===== src/design/cosp_pkg.sv =====
// ----------------------------------------------------------------------------
// CoAP option stream parser package
// Parser phases, result kinds, error causes and field widths.
// ----------------------------------------------------------------------------
package cosp_pkg;

  localparam int unsigned PhaseW = 3;
  localparam int unsigned KindW  = 3;
  localparam int unsigned CauseW = 3;
  localparam int unsigned NumW   = 16;
  localparam int unsigned AccW   = 17;
  localparam int unsigned LenW   = 11;

  localparam logic [PhaseW-1:0] PH_HDR     = 3'd0;
  localparam logic [PhaseW-1:0] PH_DEXT_A  = 3'd1;
  localparam logic [PhaseW-1:0] PH_DEXT_B  = 3'd2;
  localparam logic [PhaseW-1:0] PH_LEXT_A  = 3'd3;
  localparam logic [PhaseW-1:0] PH_LEXT_B  = 3'd4;
  localparam logic [PhaseW-1:0] PH_VALUE   = 3'd5;
  localparam logic [PhaseW-1:0] PH_PAYLOAD = 3'd6;
  localparam logic [PhaseW-1:0] PH_IDLE    = 3'd7;

  localparam logic [KindW-1:0] KIND_HEADER  = 3'd0;
  localparam logic [KindW-1:0] KIND_VALUE   = 3'd1;
  localparam logic [KindW-1:0] KIND_MARKER  = 3'd2;
  localparam logic [KindW-1:0] KIND_PAYLOAD = 3'd3;
  localparam logic [KindW-1:0] KIND_ERROR   = 3'd4;

  localparam logic [CauseW-1:0] ERR_NONE     = 3'd0;
  localparam logic [CauseW-1:0] ERR_PAST_END = 3'd1;
  localparam logic [CauseW-1:0] ERR_HDR_CUT  = 3'd2;
  localparam logic [CauseW-1:0] ERR_OVERFLOW = 3'd3;
  localparam logic [CauseW-1:0] ERR_RESERVED = 3'd4;

  localparam logic [3:0] NIB_EXT8     = 4'd13;
  localparam logic [3:0] NIB_EXT16    = 4'd14;
  localparam logic [3:0] NIB_RESERVED = 4'd15;

  localparam logic [AccW-1:0] EXT8_BASE  = 17'd13;
  localparam logic [AccW-1:0] EXT16_BASE = 17'd269;

endpackage


===== src/design/coap_option_stream_parser.sv =====
// ----------------------------------------------------------------------------
// CoAP option stream parser
// Decodes option headers byte by byte, tracks the option number, passes
// value and payload bytes through and reports malformed headers.
// ----------------------------------------------------------------------------
// Each accepted item is held in the input register, then in the result register.
// Throughput: one item per cycle while out_tready does not stall the output; decode
// sits between the input register and the result register, and the parse state
// updates as each item leaves the input register. Bytes inside an extended header give no result.
// Reset: rst_n is synchronous and active low; it empties both registers,
// sets the parser to wait for a header and clears target_option.
// ----------------------------------------------------------------------------
module coap_option_stream_parser
  import cosp_pkg::*;
(
  input  logic        clk,
  input  logic        rst_n,
  input  logic        cfg_wr_en,
  input  logic [15:0] cfg_wr_data,   // target_option
  input  logic        in_tvalid,
  output logic        in_tready,
  input  logic [23:0] in_tdata,      // data_byte[7:0], bytes_after[18:8], zeros
  input  logic        in_tuser,      // start_of_options
  output logic        out_tvalid,
  input  logic        out_tready,
  // option_number[15:0], number_delta[32:16], value_length[43:33],
  // out_byte[51:44], error_cause[54:52], zeros
  output logic [55:0] out_tdata,
  output logic [3:0]  out_tuser,     // kind[2:0], is_target[3]
  output logic        out_tlast      // packet_end
);

  logic [NumW-1:0] target_r;

  logic            in_v_r;
  logic [7:0]      byte_r;
  logic            start_r;
  logic [LenW-1:0] after_r;

  logic [PhaseW-1:0] phase_r, phase_nxt;
  logic [3:0]        dnib_r, dnib_nxt;
  logic [3:0]        lnib_r, lnib_nxt;
  logic [AccW-1:0]   dacc_r, dacc_nxt;
  logic [AccW-1:0]   lacc_r, lacc_nxt;
  logic [NumW-1:0]   rnum_r, rnum_nxt;
  logic [LenW-1:0]   vleft_r, vleft_nxt;
  logic [LenW-1:0]   clen_r, clen_nxt;

  logic              out_v_r;
  logic [KindW-1:0]  kind_r, kind_nxt;
  logic [NumW-1:0]   onum_r, onum_nxt;
  logic [AccW-1:0]   odelta_r, odelta_nxt;
  logic [LenW-1:0]   olen_r, olen_nxt;
  logic [7:0]        obyte_r, obyte_nxt;
  logic              otgt_r, otgt_nxt;
  logic [CauseW-1:0] ocause_r, ocause_nxt;
  logic              olast_r;

  logic              res_v;
  logic              advance;
  logic              last;
  logic              go_after_delta;
  logic              go_complete;
  logic              go_more;
  logic [PhaseW-1:0] more_phase;
  logic [NumW+1:0]   sum;

  assign advance   = in_v_r && (!out_v_r || out_tready);
  assign in_tready = !in_v_r || advance;
  assign last      = (after_r == '0);

  always_comb begin
    phase_nxt  = start_r ? PH_HDR : phase_r;
    dnib_nxt   = start_r ? '0 : dnib_r;
    lnib_nxt   = start_r ? '0 : lnib_r;
    dacc_nxt   = start_r ? '0 : dacc_r;
    lacc_nxt   = start_r ? '0 : lacc_r;
    rnum_nxt   = start_r ? '0 : rnum_r;
    vleft_nxt  = start_r ? '0 : vleft_r;
    clen_nxt   = start_r ? '0 : clen_r;
    res_v      = 1'b0;
    kind_nxt   = KIND_HEADER;
    onum_nxt   = '0;
    odelta_nxt = '0;
    olen_nxt   = '0;
    obyte_nxt  = '0;
    otgt_nxt   = 1'b0;
    ocause_nxt = ERR_NONE;
    go_after_delta = 1'b0;
    go_complete    = 1'b0;
    go_more        = 1'b0;
    more_phase     = PH_HDR;
    sum            = '0;

    unique case (phase_nxt)
      PH_HDR: begin
        if (byte_r[7:4] == 4'hF) begin
          rnum_nxt  = '0;
          clen_nxt  = after_r;
          res_v     = 1'b1;
          kind_nxt  = KIND_MARKER;
          olen_nxt  = after_r;
          phase_nxt = last ? PH_IDLE : PH_PAYLOAD;
        end else begin
          dnib_nxt = byte_r[7:4];
          lnib_nxt = byte_r[3:0];
          if (byte_r[3:0] == NIB_RESERVED) begin
            res_v      = 1'b1;
            kind_nxt   = KIND_ERROR;
            onum_nxt   = rnum_nxt;
            ocause_nxt = ERR_RESERVED;
            phase_nxt  = PH_IDLE;
          end else begin
            dacc_nxt = {13'd0, byte_r[7:4]};
            lacc_nxt = {13'd0, byte_r[3:0]};
            if (byte_r[7:4] >= NIB_EXT8) begin
              go_more    = 1'b1;
              more_phase = PH_DEXT_A;
            end else begin
              go_after_delta = 1'b1;
            end
          end
        end
      end
      PH_DEXT_A: begin
        if (dnib_nxt == NIB_EXT8) begin
          dacc_nxt       = EXT8_BASE + {9'd0, byte_r};
          go_after_delta = 1'b1;
        end else begin
          dacc_nxt   = EXT16_BASE + {1'b0, byte_r, 8'd0};
          go_more    = 1'b1;
          more_phase = PH_DEXT_B;
        end
      end
      PH_DEXT_B: begin
        dacc_nxt       = dacc_nxt + {9'd0, byte_r};
        go_after_delta = 1'b1;
      end
      PH_LEXT_A: begin
        if (lnib_nxt == NIB_EXT8) begin
          lacc_nxt    = EXT8_BASE + {9'd0, byte_r};
          go_complete = 1'b1;
        end else begin
          lacc_nxt   = EXT16_BASE + {1'b0, byte_r, 8'd0};
          go_more    = 1'b1;
          more_phase = PH_LEXT_B;
        end
      end
      PH_LEXT_B: begin
        lacc_nxt    = lacc_nxt + {9'd0, byte_r};
        go_complete = 1'b1;
      end
      PH_VALUE: begin
        res_v     = 1'b1;
        kind_nxt  = KIND_VALUE;
        onum_nxt  = rnum_nxt;
        olen_nxt  = clen_nxt;
        obyte_nxt = byte_r;
        otgt_nxt  = (target_r != '0) && (rnum_nxt == target_r);
        if (vleft_nxt != '0) begin
          vleft_nxt = vleft_nxt - LenW'(1);
        end
        if (last) begin
          phase_nxt = PH_IDLE;
        end else if (vleft_nxt == '0) begin
          phase_nxt = PH_HDR;
        end
      end
      PH_PAYLOAD: begin
        res_v     = 1'b1;
        kind_nxt  = KIND_PAYLOAD;
        olen_nxt  = clen_nxt;
        obyte_nxt = byte_r;
        if (last) begin
          phase_nxt = PH_IDLE;
        end
      end
      PH_IDLE: begin
        res_v = 1'b0;
      end
      default: begin
        res_v = 1'b0;
      end
    endcase

    if (go_after_delta) begin
      if (lnib_nxt >= NIB_EXT8) begin
        go_more    = 1'b1;
        more_phase = PH_LEXT_A;
      end else begin
        go_complete = 1'b1;
      end
    end

    if (go_more) begin
      if (last) begin
        res_v      = 1'b1;
        kind_nxt   = KIND_ERROR;
        onum_nxt   = rnum_nxt;
        ocause_nxt = ERR_HDR_CUT;
        phase_nxt  = PH_IDLE;
      end else begin
        phase_nxt = more_phase;
      end
    end

    if (go_complete) begin
      sum   = {2'd0, rnum_nxt} + {1'b0, dacc_nxt};
      res_v = 1'b1;
      if (lacc_nxt > {6'd0, after_r}) begin
        kind_nxt   = KIND_ERROR;
        onum_nxt   = rnum_nxt;
        ocause_nxt = ERR_PAST_END;
        phase_nxt  = PH_IDLE;
      end else if (sum[NumW+1:NumW] != 2'd0) begin
        kind_nxt   = KIND_ERROR;
        onum_nxt   = rnum_nxt;
        ocause_nxt = ERR_OVERFLOW;
        phase_nxt  = PH_IDLE;
      end else begin
        rnum_nxt   = sum[NumW-1:0];
        clen_nxt   = lacc_nxt[LenW-1:0];
        vleft_nxt  = lacc_nxt[LenW-1:0];
        kind_nxt   = KIND_HEADER;
        onum_nxt   = sum[NumW-1:0];
        odelta_nxt = dacc_nxt;
        olen_nxt   = lacc_nxt[LenW-1:0];
        otgt_nxt   = (target_r != '0) && (sum[NumW-1:0] == target_r);
        if (last) begin
          phase_nxt = PH_IDLE;
        end else begin
          phase_nxt = (lacc_nxt[LenW-1:0] != '0) ? PH_VALUE : PH_HDR;
        end
      end
    end
  end

  always_ff @(posedge clk) begin
    if (!rst_n) begin
      target_r <= '0;
      in_v_r   <= 1'b0;
      out_v_r  <= 1'b0;
      phase_r  <= PH_HDR;
      dnib_r   <= '0;
      lnib_r   <= '0;
      dacc_r   <= '0;
      lacc_r   <= '0;
      rnum_r   <= '0;
      vleft_r  <= '0;
      clen_r   <= '0;
    end else begin
      if (cfg_wr_en) begin
        target_r <= cfg_wr_data;
      end
      if (in_tready) begin
        in_v_r <= in_tvalid;
      end
      if (advance) begin
        out_v_r <= res_v;
        phase_r <= phase_nxt;
        dnib_r  <= dnib_nxt;
        lnib_r  <= lnib_nxt;
        dacc_r  <= dacc_nxt;
        lacc_r  <= lacc_nxt;
        rnum_r  <= rnum_nxt;
        vleft_r <= vleft_nxt;
        clen_r  <= clen_nxt;
      end else if (out_tready) begin
        out_v_r <= 1'b0;
      end
    end
  end

  always_ff @(posedge clk) begin
    if (in_tready && in_tvalid) begin
      byte_r  <= in_tdata[7:0];
      after_r <= in_tdata[18:8];
      start_r <= in_tuser;
    end
    if (advance && res_v) begin
      kind_r   <= kind_nxt;
      onum_r   <= onum_nxt;
      odelta_r <= odelta_nxt;
      olen_r   <= olen_nxt;
      obyte_r  <= obyte_nxt;
      otgt_r   <= otgt_nxt;
      ocause_r <= ocause_nxt;
      olast_r  <= last;
    end
  end

  assign out_tvalid = out_v_r;
  assign out_tdata  = {1'b0, ocause_r, obyte_r, olen_r, odelta_r, onum_r};
  assign out_tuser  = {otgt_r, kind_r};
  assign out_tlast  = olast_r;

endmodule

===== config.mk =====
export PLATFORM = sky130hd
export DESIGN_NAME = coap_option_stream_parser
export DESIGN_NICKNAME = d
export VERILOG_FILES = /design/src/design/cosp_pkg.sv /design/src/design/coap_option_stream_parser.sv
export SDC_FILE = /design/constraint.sdc
export NUM_CORES = 1
export LEC_CHECK = 0
export BUFFER_PORTS_ARGS = -buffer_cell sky130_fd_sc_hd__buf_2
export CORE_AREA = 2 2 190 192
export DETAILED_ROUTE_END_ITERATION = 7
export DIE_AREA = 0 0 192 194
export SETUP_SLACK_MARGIN = 0.3
export SYNTH_ARGS = -nofsm -noshare
export SYNTH_HDL_FRONTEND = slang
export SYNTH_SLANG_ARGS = --single-unit
export TNS_END_PERCENT = 20

===== constraint.sdc =====
create_clock -name clk -period 7.9 [get_ports clk]
set_input_delay 1.58 -clock clk [delete_from_list [all_inputs] [get_ports clk]]
set_output_delay 1.58 -clock clk [all_outputs]
set_load 0.01 [all_outputs]

==> impl_metrics.ini, run 1 <==
[run_status]
status = completed

[power]
clkPwrFrac = 0.350
powerDensity_mw_per_mm2 = 188
combinationalPowerShare = 0.221
p_sw_w = 0.000867
peakVddDrop_v = 0.000161
p_int_w = 0.00171
fin_total_pwr_w = 0.00258
seqPwrFrac = 0.428
p_sw_frac = 0.336
p_leak_nw = 5.35

[placement]
placed_area_sq_mm = 0.0131
pre_cts_ws_ns = 1.34
gp_congestion = 0.937
portBuffers = 102
dp_hpwl_mm = 27.2

[global_routing]
grt_pass1_vias = 10800
grt-ovfl-total = 0
grt_max_degree = 78
antenna_found_initial = 0
grt_pass1_wl_mm = 61.1
grt.total_usage = 0.208

[finish]
drive_gt1_frac = 0.132
design_area_sq_mm = 0.0137
synthToLayoutAreaGrowth_pct = 13.2
layout.nets = 1579
insertedDiodeCount = 0
final_common_cell = nor2_1
layout_common_cells = nor2_1 (178), nand2_1 (113), buf_2 (102)
fillCellCount = 3622

[timing]
period_minus_slack_ns = 6.71
clock_skew_ns = 0.0178
slew_violations = 0
whs_ns = 0.456
timing.final.ws_setup_ns = 1.19
grt_setup_unrepaired = false
fmax_ghz = 0.149
finalSetupViolations = 0
final.setup.tns_ns = 0
finalCritPeriodShare = 0.850
worst_pin_slew_ns = 0.874
max_slew_margin = 0.415
finalHoldViolCount = 0

[logic_synthesis]
ys.warnings.count = 0
avgSynthCellArea_sq_um = 8.48
ys_async_sr_fraction = 0
synth-seq-cells = 181
synth_top_area_frac = 0.198
synth_nets = 1518
synth_edf_count = 80
postSynthCellCount = 1429
synthFlopType = dfxtp_1
yosysUniqueCellTypes = 86
synth_area_leader_cell = edfxtp_1
netlist_top_cells_area = edfxtp_1 (20%), dfxtp_1 (17%), nor2_1 (5.5%)
yosysSeqAreaShare = 0.365
netlist_area_sq_mm = 0.0121

[drt]
drtPass1Iterations = 8
drtIter0Drc = 1039
viasPerCell = 5.84
wire_per_inst_um = 19.7
wl_mm = 38.7
ant_nets = 0
drcViolationCount = 0
vias = 11500

[clock_network]
worstSkewPairLatency_ns = 0.47
cts_resized = 0
cts_tree = built
clockBufferDepth = 2
cts_buffers = 17
clk_pin_slew_ns = 0.08
cts_htree_levels = 4
numClockSinks = 181
cts_hold_buf = 0
cts_setup_buffers = 0
cts-root-buf = clkbuf_16

[floorplanning]
io-pin-count = 109
die-area_sq_mm = 0.0372
die_x_um = 192
start_util = 0.344
fp-row-count = 69
core_area_sq_mm = 0.0352
die_y_um = 194

[worst_setup_path]
worstPathArrival_ns = 7.11
cp_data_required_time_ns = 8.30
worstSetupEndpointType = flip-flop
crit_path_start_kind = flip-flop
crit_type = reg -> reg
critPathMaxFanout = 21

[min_path]
holdCritPathClass = reg -> reg

[run]
maxCapViolations = 0
==> layout make-up <==
type / instances / area (sq um) / share of cell area
inverter: 53 / 199 / 0.0145
timing repair buffer: 143 / 818 / 0.0596
clock buffer: 19 / 475 / 0.0347
clock inverter: 13 / 144 / 0.0105
multi-input combinational: 1094 / 7080 / 0.516
tap: 461 / 577 / 0.0420
sequential: 181 / 4420 / 0.323
==> registers in the layout (all words and copies together), names as in the netlist, 11 cells and up <==
register and cells:
after_r 11, clen_r 11, dacc_r 17, lacc_r 17
odelta_r 17, olen_r 11, onum_r 16, rnum_r 16
target_r 16, vleft_r 11
==> layer usage <==
metal	vias up	part of all wire	global-route usage	wire length, um
met1	5529	0.46	0.291	17600
met3	85	0.057	0.0266	2210
met2	410	0.46	0.327	17700
met5	-	0	0	0
li1	5445	-	-	-
met4	0	0.030	0.0797	1150
==> power groups by stage <==
stage          clock network, W  logic (W)  registers (W)
2_1_floorplan                 0   0.000393        0.00111
3_3_place_gp                  0   0.000555        0.00112
3_5_place_dp                  0   0.000561        0.00112
4_1_cts                0.000926   0.000565        0.00110
5_1_grt                0.000959   0.000623        0.00111
6_report               0.000904   0.000571        0.00110
==> cell usage after synthesis, drive strengths merged, types with 6 or more instances <==
master,number
nor2,178
nand2,113
dfxtp,101
edfxtp,80
a21oi,78
clkbuf,66
o21ai,63
inv,53
xnor2,48
ha,41
nand3,40
and2,35
buf,35
nor2b,35
nor3,30
a211oi,29
mux2i,29
a22oi,25
a31oi,25
a22o,19
nor4,18
a221oi,17
nand2b,17
xor2,16
o31ai,15
o211ai,13
o21a,13
o2bb2ai,13
and3,11
o32ai,11
a21o,10
nand4,10
or3,10
o221ai,9
o22ai,9
a222oi,7
nor4bb,7
nor4b,6
o21bai,6
or4,6
==> path summary, 6_finish.rpt <==
kind,from,to,slack (ns),cells after the start
worst max-delay path,start_r,rnum_r[13],1.19,22
worst min register to register,lacc_r[2],lacc_r[2],0.46,2
worst max register to register,start_r,rnum_r[13],1.19,22
worst min-delay path,lacc_r[2],lacc_r[2],0.46,2
==> cell families after synthesis <==
family	synth area share
AND/OR/NAND/NOR	0.224
AO/OA/AOI/OAI	0.240
flip-flops	0.365
buffers and inverters	0.0525
XOR/XNOR	0.0463
adder cells (fa/ha/maj)	0.0456
multiplexers	0.0261
other	0.000310
==> critical path, cell delays in order, from the launching register on <==
cell	delay (ns)
edfxtp_1	0.69
nor2b_1	0.33
ha_1	0.26
ha_1	0.32
nor2_1	0.06
o311ai_0	0.45
o2111ai_1	0.30
and2_1	0.28
nor3_1	0.35
xor2_1	0.11
a221oi_1	0.46
inv_1	0.12
ha_1	0.47
and2_1	0.22
nand2_1	0.06
a21oi_1	0.04
a22oi_1	0.35
o2111a_1	0.27
mux2i_2	0.14
or4_4	0.71
nor3_2	0.26
buf_4	0.25
o2bb2ai_1	0.14
==> metrics by stage <==
stage               cells  utilization
floorplan            1429            -
global placement     1932        0.372
detailed placement   1932        0.372
CTS                  1964        0.389
global route         1964        0.389
finish               1964        0.389
No activity file was read; power rests on OpenSTA's default activity.
==> run 2: changes to the inputs <==
==> constraint.sdc (replaced) <==
create_clock -name clk -period 7 [get_ports clk]
set_input_delay 1.4 -clock clk [delete_from_list [all_inputs] [get_ports clk]]
set_output_delay 1.4 -clock clk [all_outputs]
set_load 0.01 [all_outputs]
==> run 2 against run 1 <==
Cell count rose by 0.56%. Via count fell by 1.2%. Hold slack barely moved. Power rose by 13%. Clock power rose by 11%. Sequential share of layout area fell by 0.28 points. Combinational power rose by 17%. Utilization rose by 0.34 points. Die area did not move. Largest cell class unchanged. Sequential cell count did not move.
==> impl_metrics.ini, run 2 (synthesis results as in run 1) <==
[floorplanning]
die-area_sq_mm = 0.0372
die_y_um = 194
fp-row-count = 69
die_x_um = 192
core_area_sq_mm = 0.0352
io-pin-count = 109
start_util = 0.344

[worst_setup_path]
crit_cells = 18
critPathMaxFanout = 37
cp_data_required_time_ns = 7.28
worstSetupEndpointType = flip-flop
r2r.worst_path.cells = 18
reg2reg_to = onum_r[14]
path_delay_family = compound AO/OA/AOI/OAI gates
cp_slowest_cell = a222oi_1
worstPathArrival_ns = 6.52
crit_type = reg -> reg
slowest_delay_ns = 0.63
critPathBufInv = 3
crit_path_start_kind = flip-flop
rrSetupSlack_ns = 0.76
endpoint = onum_r[14]
path_cells = buf_4 -> ha_1 -> nand3_1 -> nand2_1 -> a21oi_1 -> nor2_1 -> a222oi_1 -> inv_1 -> ha_1 -> a21oi_1 -> nor2b_1 -> o41ai_1 -> nand2_1 -> a221oi_1 -> mux2i_2 -> or4_4 -> buf_12 -> o2bb2ai_1
reg2reg_from = byte_r[1]
cp-startpoint = byte_r[1]

[finish]
drive_gt1_frac = 0.141
final_common_cell = nor2_1
utilization = 0.393
layout.nets = 1590
synthToLayoutAreaGrowth_pct = 14.2
reg.largest.list = dacc_r (17), lacc_r (17), odelta_r (17)
layout_common_cells = nor2_1 (178), nand2_1 (113), buf_2 (102)
insertedDiodeCount = 0
final_cells = 1975

[drt]
ant_nets = 0
wl_mm = 39.4
drtPass1Iterations = 5
drcViolationCount = 0
drtIter0Drc = 1084
viasPerCell = 5.74
vias = 11300
wire_per_inst_um = 19.9

[timing]
finalHoldViolCount = 0
finalSetupViolations = 0
final.setup.tns_ns = 0
whs_ns = 0.456
grt_setup_unrepaired = false
finalCritPeriodShare = 0.891
fmax_ghz = 0.160
slew_violations = 0
clock_skew_ns = 0.0166
period_minus_slack_ns = 6.24
worst_pin_slew_ns = 1.09
max_slew_margin = 0.270

[clock_network]
worstSkewPairLatency_ns = 0.47
cts_hold_buf = 0
clockBufferDepth = 2
clk_pin_slew_ns = 0.08
cts_buffers = 17
cts_htree_levels = 4
cts_tree = built
cts-root-buf = clkbuf_16
numClockSinks = 181

[min_path]
holdCritPathClass = reg -> reg
min_from = lacc_r[2]

[global_routing]
grt.total_usage = 0.211
grt_pass1_wl_mm = 61.4
antenna_found_initial = 1
grt-ovfl-total = 0
grt_max_degree = 78
grt_pass1_vias = 10800

[power]
p_leak_nw = 5.41
powerDensity_mw_per_mm2 = 211
peakVddDrop_v = 0.000186

[placement]
dp_hpwl_mm = 27.8
dp.cells = 1941
portBuffers = 102
gp_congestion = 0.927

[run]
maxCapViolations = 0

[run_status]
status = completed
==> run 2: cell types whose count changed in the layout (fill, tap and decap cells not counted), sizes merged <==
cell,delta
inv,-1
clkbuf,-2
clkinv,+3
buf,+11
==> run 2: metrics by stage <==
step	worst slack (ns)	power, W	instance area [sq um]
3_3_place_gp	0.749	0.00191	13200
5_1_grt	0.490	0.00306	13800
3_5_place_dp	0.654	0.00192	13200
2_1_floorplan	0.708	0.00170	12100
4_1_cts	0.641	0.00293	13800
6_report	0.762	0.00291	13800
==> run 2: layer usage <==
metal / vias to the layer above / wire length, um / global-route usage
li1: 5452 / - / -
met1: 5417 / 17800 / 0.290
met2: 392 / 18000 / 0.332
met3: 68 / 2550 / 0.0386
met4: 0 / 1040 / 0.0744
met5: - / 0 / 0
==> run 2: worst min-delay path by stage <==
| stage | to | depth (start not counted) |
|---|---|---|
| after floorplan | lacc_r[2] | 2 |
| after global placement | lacc_r[3] | 2 |
| after detailed placement | lacc_r[2] | 2 |
| after CTS | lacc_r[2] | 2 |
| after global routing | lacc_r[3] | 2 |
| final | lacc_r[2] | 2 |
==> run 2: timing repair <==
action,4_1_cts,5_1_grt
buffers inserted,0,2
setup endpoints to repair,0,74
resized for setup,0,4
hold endpoints to repair,0,0
==> run 2: tightest hold or removal path, stage by stage, from the launching register on <==
cell and delay (ns):
dfxtp_1 0.31, nand2_1 0.05, a21oi_1 0.05
==> run 2: layout make-up <==
cell class	count	area [sq um]
Fill cell	3648	21400
Multi-Input combinational cell	1094	7110
Inverter	53	199
Sequential cell	181	4420
Clock inverter	15	180
Timing Repair Buffer	154	926
Clock buffer	17	425
Tap cell	461	577
==> run 2: report_power, final <==
group	total (W)	switching (W)	internal (W)	leakage, nW
Clock	0.00100	0.000517	0.000484	0.295
Sequential	0.00124	0.0000668	0.00118	1.56
Combinational	0.000669	0.000419	0.000250	3.56
==> run 3: changes to the inputs <==
--- a/config.mk
+++ b/config.mk
@@ -5,10 +5,11 @@
 export SDC_FILE = /design/constraint.sdc
 export NUM_CORES = 1
 export LEC_CHECK = 0
+export ABC_AREA = 1
 export BUFFER_PORTS_ARGS = -buffer_cell sky130_fd_sc_hd__buf_2
-export CORE_AREA = 2 2 190 192
+export CORE_AREA = 2 2 194 196
 export DETAILED_ROUTE_END_ITERATION = 7
-export DIE_AREA = 0 0 192 194
+export DIE_AREA = 0 0 196 198
 export SETUP_SLACK_MARGIN = 0.3
 export SYNTH_ARGS = -nofsm -noshare
 export SYNTH_HDL_FRONTEND = slang
==> run 3 against run 2 <==
Synthesized cell count increased by 33%. Hold slack gained 0.017 ns. Sequential share of layout area fell by 0.78 points. Via count grew 12%. Utilization fell by 0.90 points. Power increased by 2.6%. Highest routed layer is now met5. Critical path type unchanged. Wire length rose by 2.5%.
==> impl_metrics.ini, run 3 <==
[global_routing]
grt.total_usage = 0.210
grt_pass1_wl_mm = 64.0
grt_pass1_vias = 11900
grt-ovfl-total = 0
grt_max_degree = 94
antenna_found_initial = 2

[power]
fin_total_pwr_w = 0.00299
peakVddDrop_v = 0.000174
powerDensity_mw_per_mm2 = 211
p_leak_nw = 6.59

[worst_setup_path]
critPathBufInv = 5
cp_data_required_time_ns = 7.34
critPathMaxFanout = 44
crit_type = reg -> reg
crit_path_start_kind = flip-flop
path_delay_family = simple AND/OR/NAND/NOR gates
cp_slowest_cell = inv_2
crit_top_cell = nand2_1
worstSetupEndpointType = flip-flop
worstPathArrival_ns = 6.13
slowest_delay_ns = 0.58

[logic_synthesis]
netlist_top_cells_area = edfxtp_1 (19%), dfxtp_1 (16%), nand2_1 (11%)
yosysMostFrequentCell = nand2_1
synthTopCellsByCount = nand2_1 (388), nor2_1 (317), inv_1 (281), o21ai_0 (161), nand3_1 (122)
netlist_area_sq_mm = 0.0127
ys.warnings.count = 0
postSynthCellCount = 1905
yosysUniqueCellTypes = 52
ys_async_sr_fraction = 0
synth_area_leader_cell = edfxtp_1
synth-seq-cells = 181
avgSynthCellArea_sq_um = 6.67
yosysSeqAreaShare = 0.348
synth_edf_count = 80
synth_nets = 1994
synthFlopType = dfxtp_1
synth_top_area_frac = 0.189

[finish]
layout_common_cells = nand2_1 (387), nor2_1 (316), inv_1 (279)
multiInputGateArea_sq_mm = 0.00684
synthToLayoutAreaGrowth_pct = 11.7
fillCellCount = 4006
reg.largest.list = dacc_r (17), lacc_r (17), odelta_r (17)
final_common_cell = nand2_1
drive_gt1_frac = 0.106
layout.nets = 2063
seq_area_sq_mm = 0.00442
utilization = 0.384

[timing]
grt_setup_unrepaired = false
clock_skew_ns = 0.0189
max_slew_margin = 0.308
finalHoldViolCount = 0
fmax_ghz = 0.173
timing.final.ws_setup_ns = 1.21
slew_violations = 0
finalSetupViolations = 0
finalCritPeriodShare = 0.826
period_minus_slack_ns = 5.79
final.setup.tns_ns = 0
worst_pin_slew_ns = 1.03

[floorplanning]
fp-row-count = 71
die_x_um = 196
io-pin-count = 109
die-area_sq_mm = 0.0388
core_area_sq_mm = 0.0370
die_y_um = 198
start_util = 0.344

[drt]
viasPerCell = 5.15
drtIter0Drc = 1042
drcViolationCount = 0
ant_nets = 0
wire_per_inst_um = 16.4
vias = 12700
drtPass1Iterations = 5
wl_mm = 40.3

[clock_network]
clk_pin_slew_ns = 0.08
cts_htree_levels = 4
clockBufferDepth = 2
cts-root-buf = clkbuf_16
cts_hold_buf = 0
cts_resized = 0
cts_tree = built
cts_setup_buffers = 0
numClockSinks = 181
worstSkewPairLatency_ns = 0.47
cts_buffers = 17

[run_status]
status = completed

[placement]
pre_cts_ws_ns = 1.39
gp_congestion = 0.919
portBuffers = 102
dp_hpwl_mm = 29.3

[run]
maxCapViolations = 0

[min_path]
holdCritPathClass = reg -> reg
==> run 3: changes by cell type after synthesis, sizes merged, moves of 42 or more <==
cell,before,now
inv,53,293
nand2,113,401
nand3,40,133
nor2,178,328
o21ai,63,174
xnor2,48,6
==> run 3: per-layer routing <==
layer  wire length [um]  global-route usage
met3               2090              0.0266
met1              18300               0.276
met2              18600               0.349
met5                 13                   0
met4               1330              0.0892
==> run 3: final timing paths <==
kind,start,to,slack [ns],depth (start not counted)
worst max register to register,start_r,rnum_r[8],1.21,27
worst max-delay path,start_r,rnum_r[8],1.21,27
worst min register to register,lacc_r[15],lacc_r[15],0.47,2
worst min-delay path,lacc_r[15],lacc_r[15],0.47,2
==> run 3: kinds of logic after synthesis <==
logic type,after synthesis,synth area share
simple gates,917,0.308
flops,181,0.348
xor+xnor,38,0.0262
compound gates,364,0.160
buf+inv,361,0.113
other cells,1,0.000295
fa+ha+maj,43,0.0435
==> run 3: worst register-to-register path, cell delays in order (launching register included) <==
cell      delay [ns]
edfxtp_1        0.41
inv_2           0.13
buf_4           0.49
nand2_1         0.25
inv_1           0.13
ha_1            0.29
nand2_1         0.09
nand2_1         0.08
o21ai_0         0.29
nand2_1         0.27
nand2_1         0.16
a21oi_1         0.08
o21bai_1        0.50
ha_1            0.36
nand2_1         0.08
o21bai_1        0.11
nand2_1         0.06
nand2_1         0.06
nand3_1         0.09
nor2_1          0.18
nand3_1         0.15
nor2_4          0.10
buf_4           0.36
nand2_2         0.10
inv_2           0.58
nor2_1          0.12
nor2_1          0.13
nor2_1          0.05
==> run 3: final cells by class <==
cell class	instances	share of cell area
diodes	1	0.000176
clock buffers	18	0.0310
repair buffers	116	0.0434
well taps	474	0.0418
flip-flops and latches	181	0.312
clock inverters	14	0.0115
multi-input cells	1363	0.482
inverters	295	0.0781
==> run 3: stage by stage <==
stage          hold slack [ns]  instance area, sq um  std cells
2_1_floorplan            0.437                 12700       1905
3_3_place_gp             0.452                 13600       2429
3_5_place_dp             0.454                 13600       2429
4_1_cts                  0.466                 14200       2461
5_1_grt                  0.490                 14200       2461
6_report                 0.473                 14200       2462
==> run 3: power breakdown <==
group	total, W	internal [W]	leakage (nW)	switching [W]
Sequential	0.00123	0.00119	1.59	0.0000419
Combinational	0.000732	0.000215	4.71	0.000516
Clock	0.00103	0.000547	0.295	0.000479
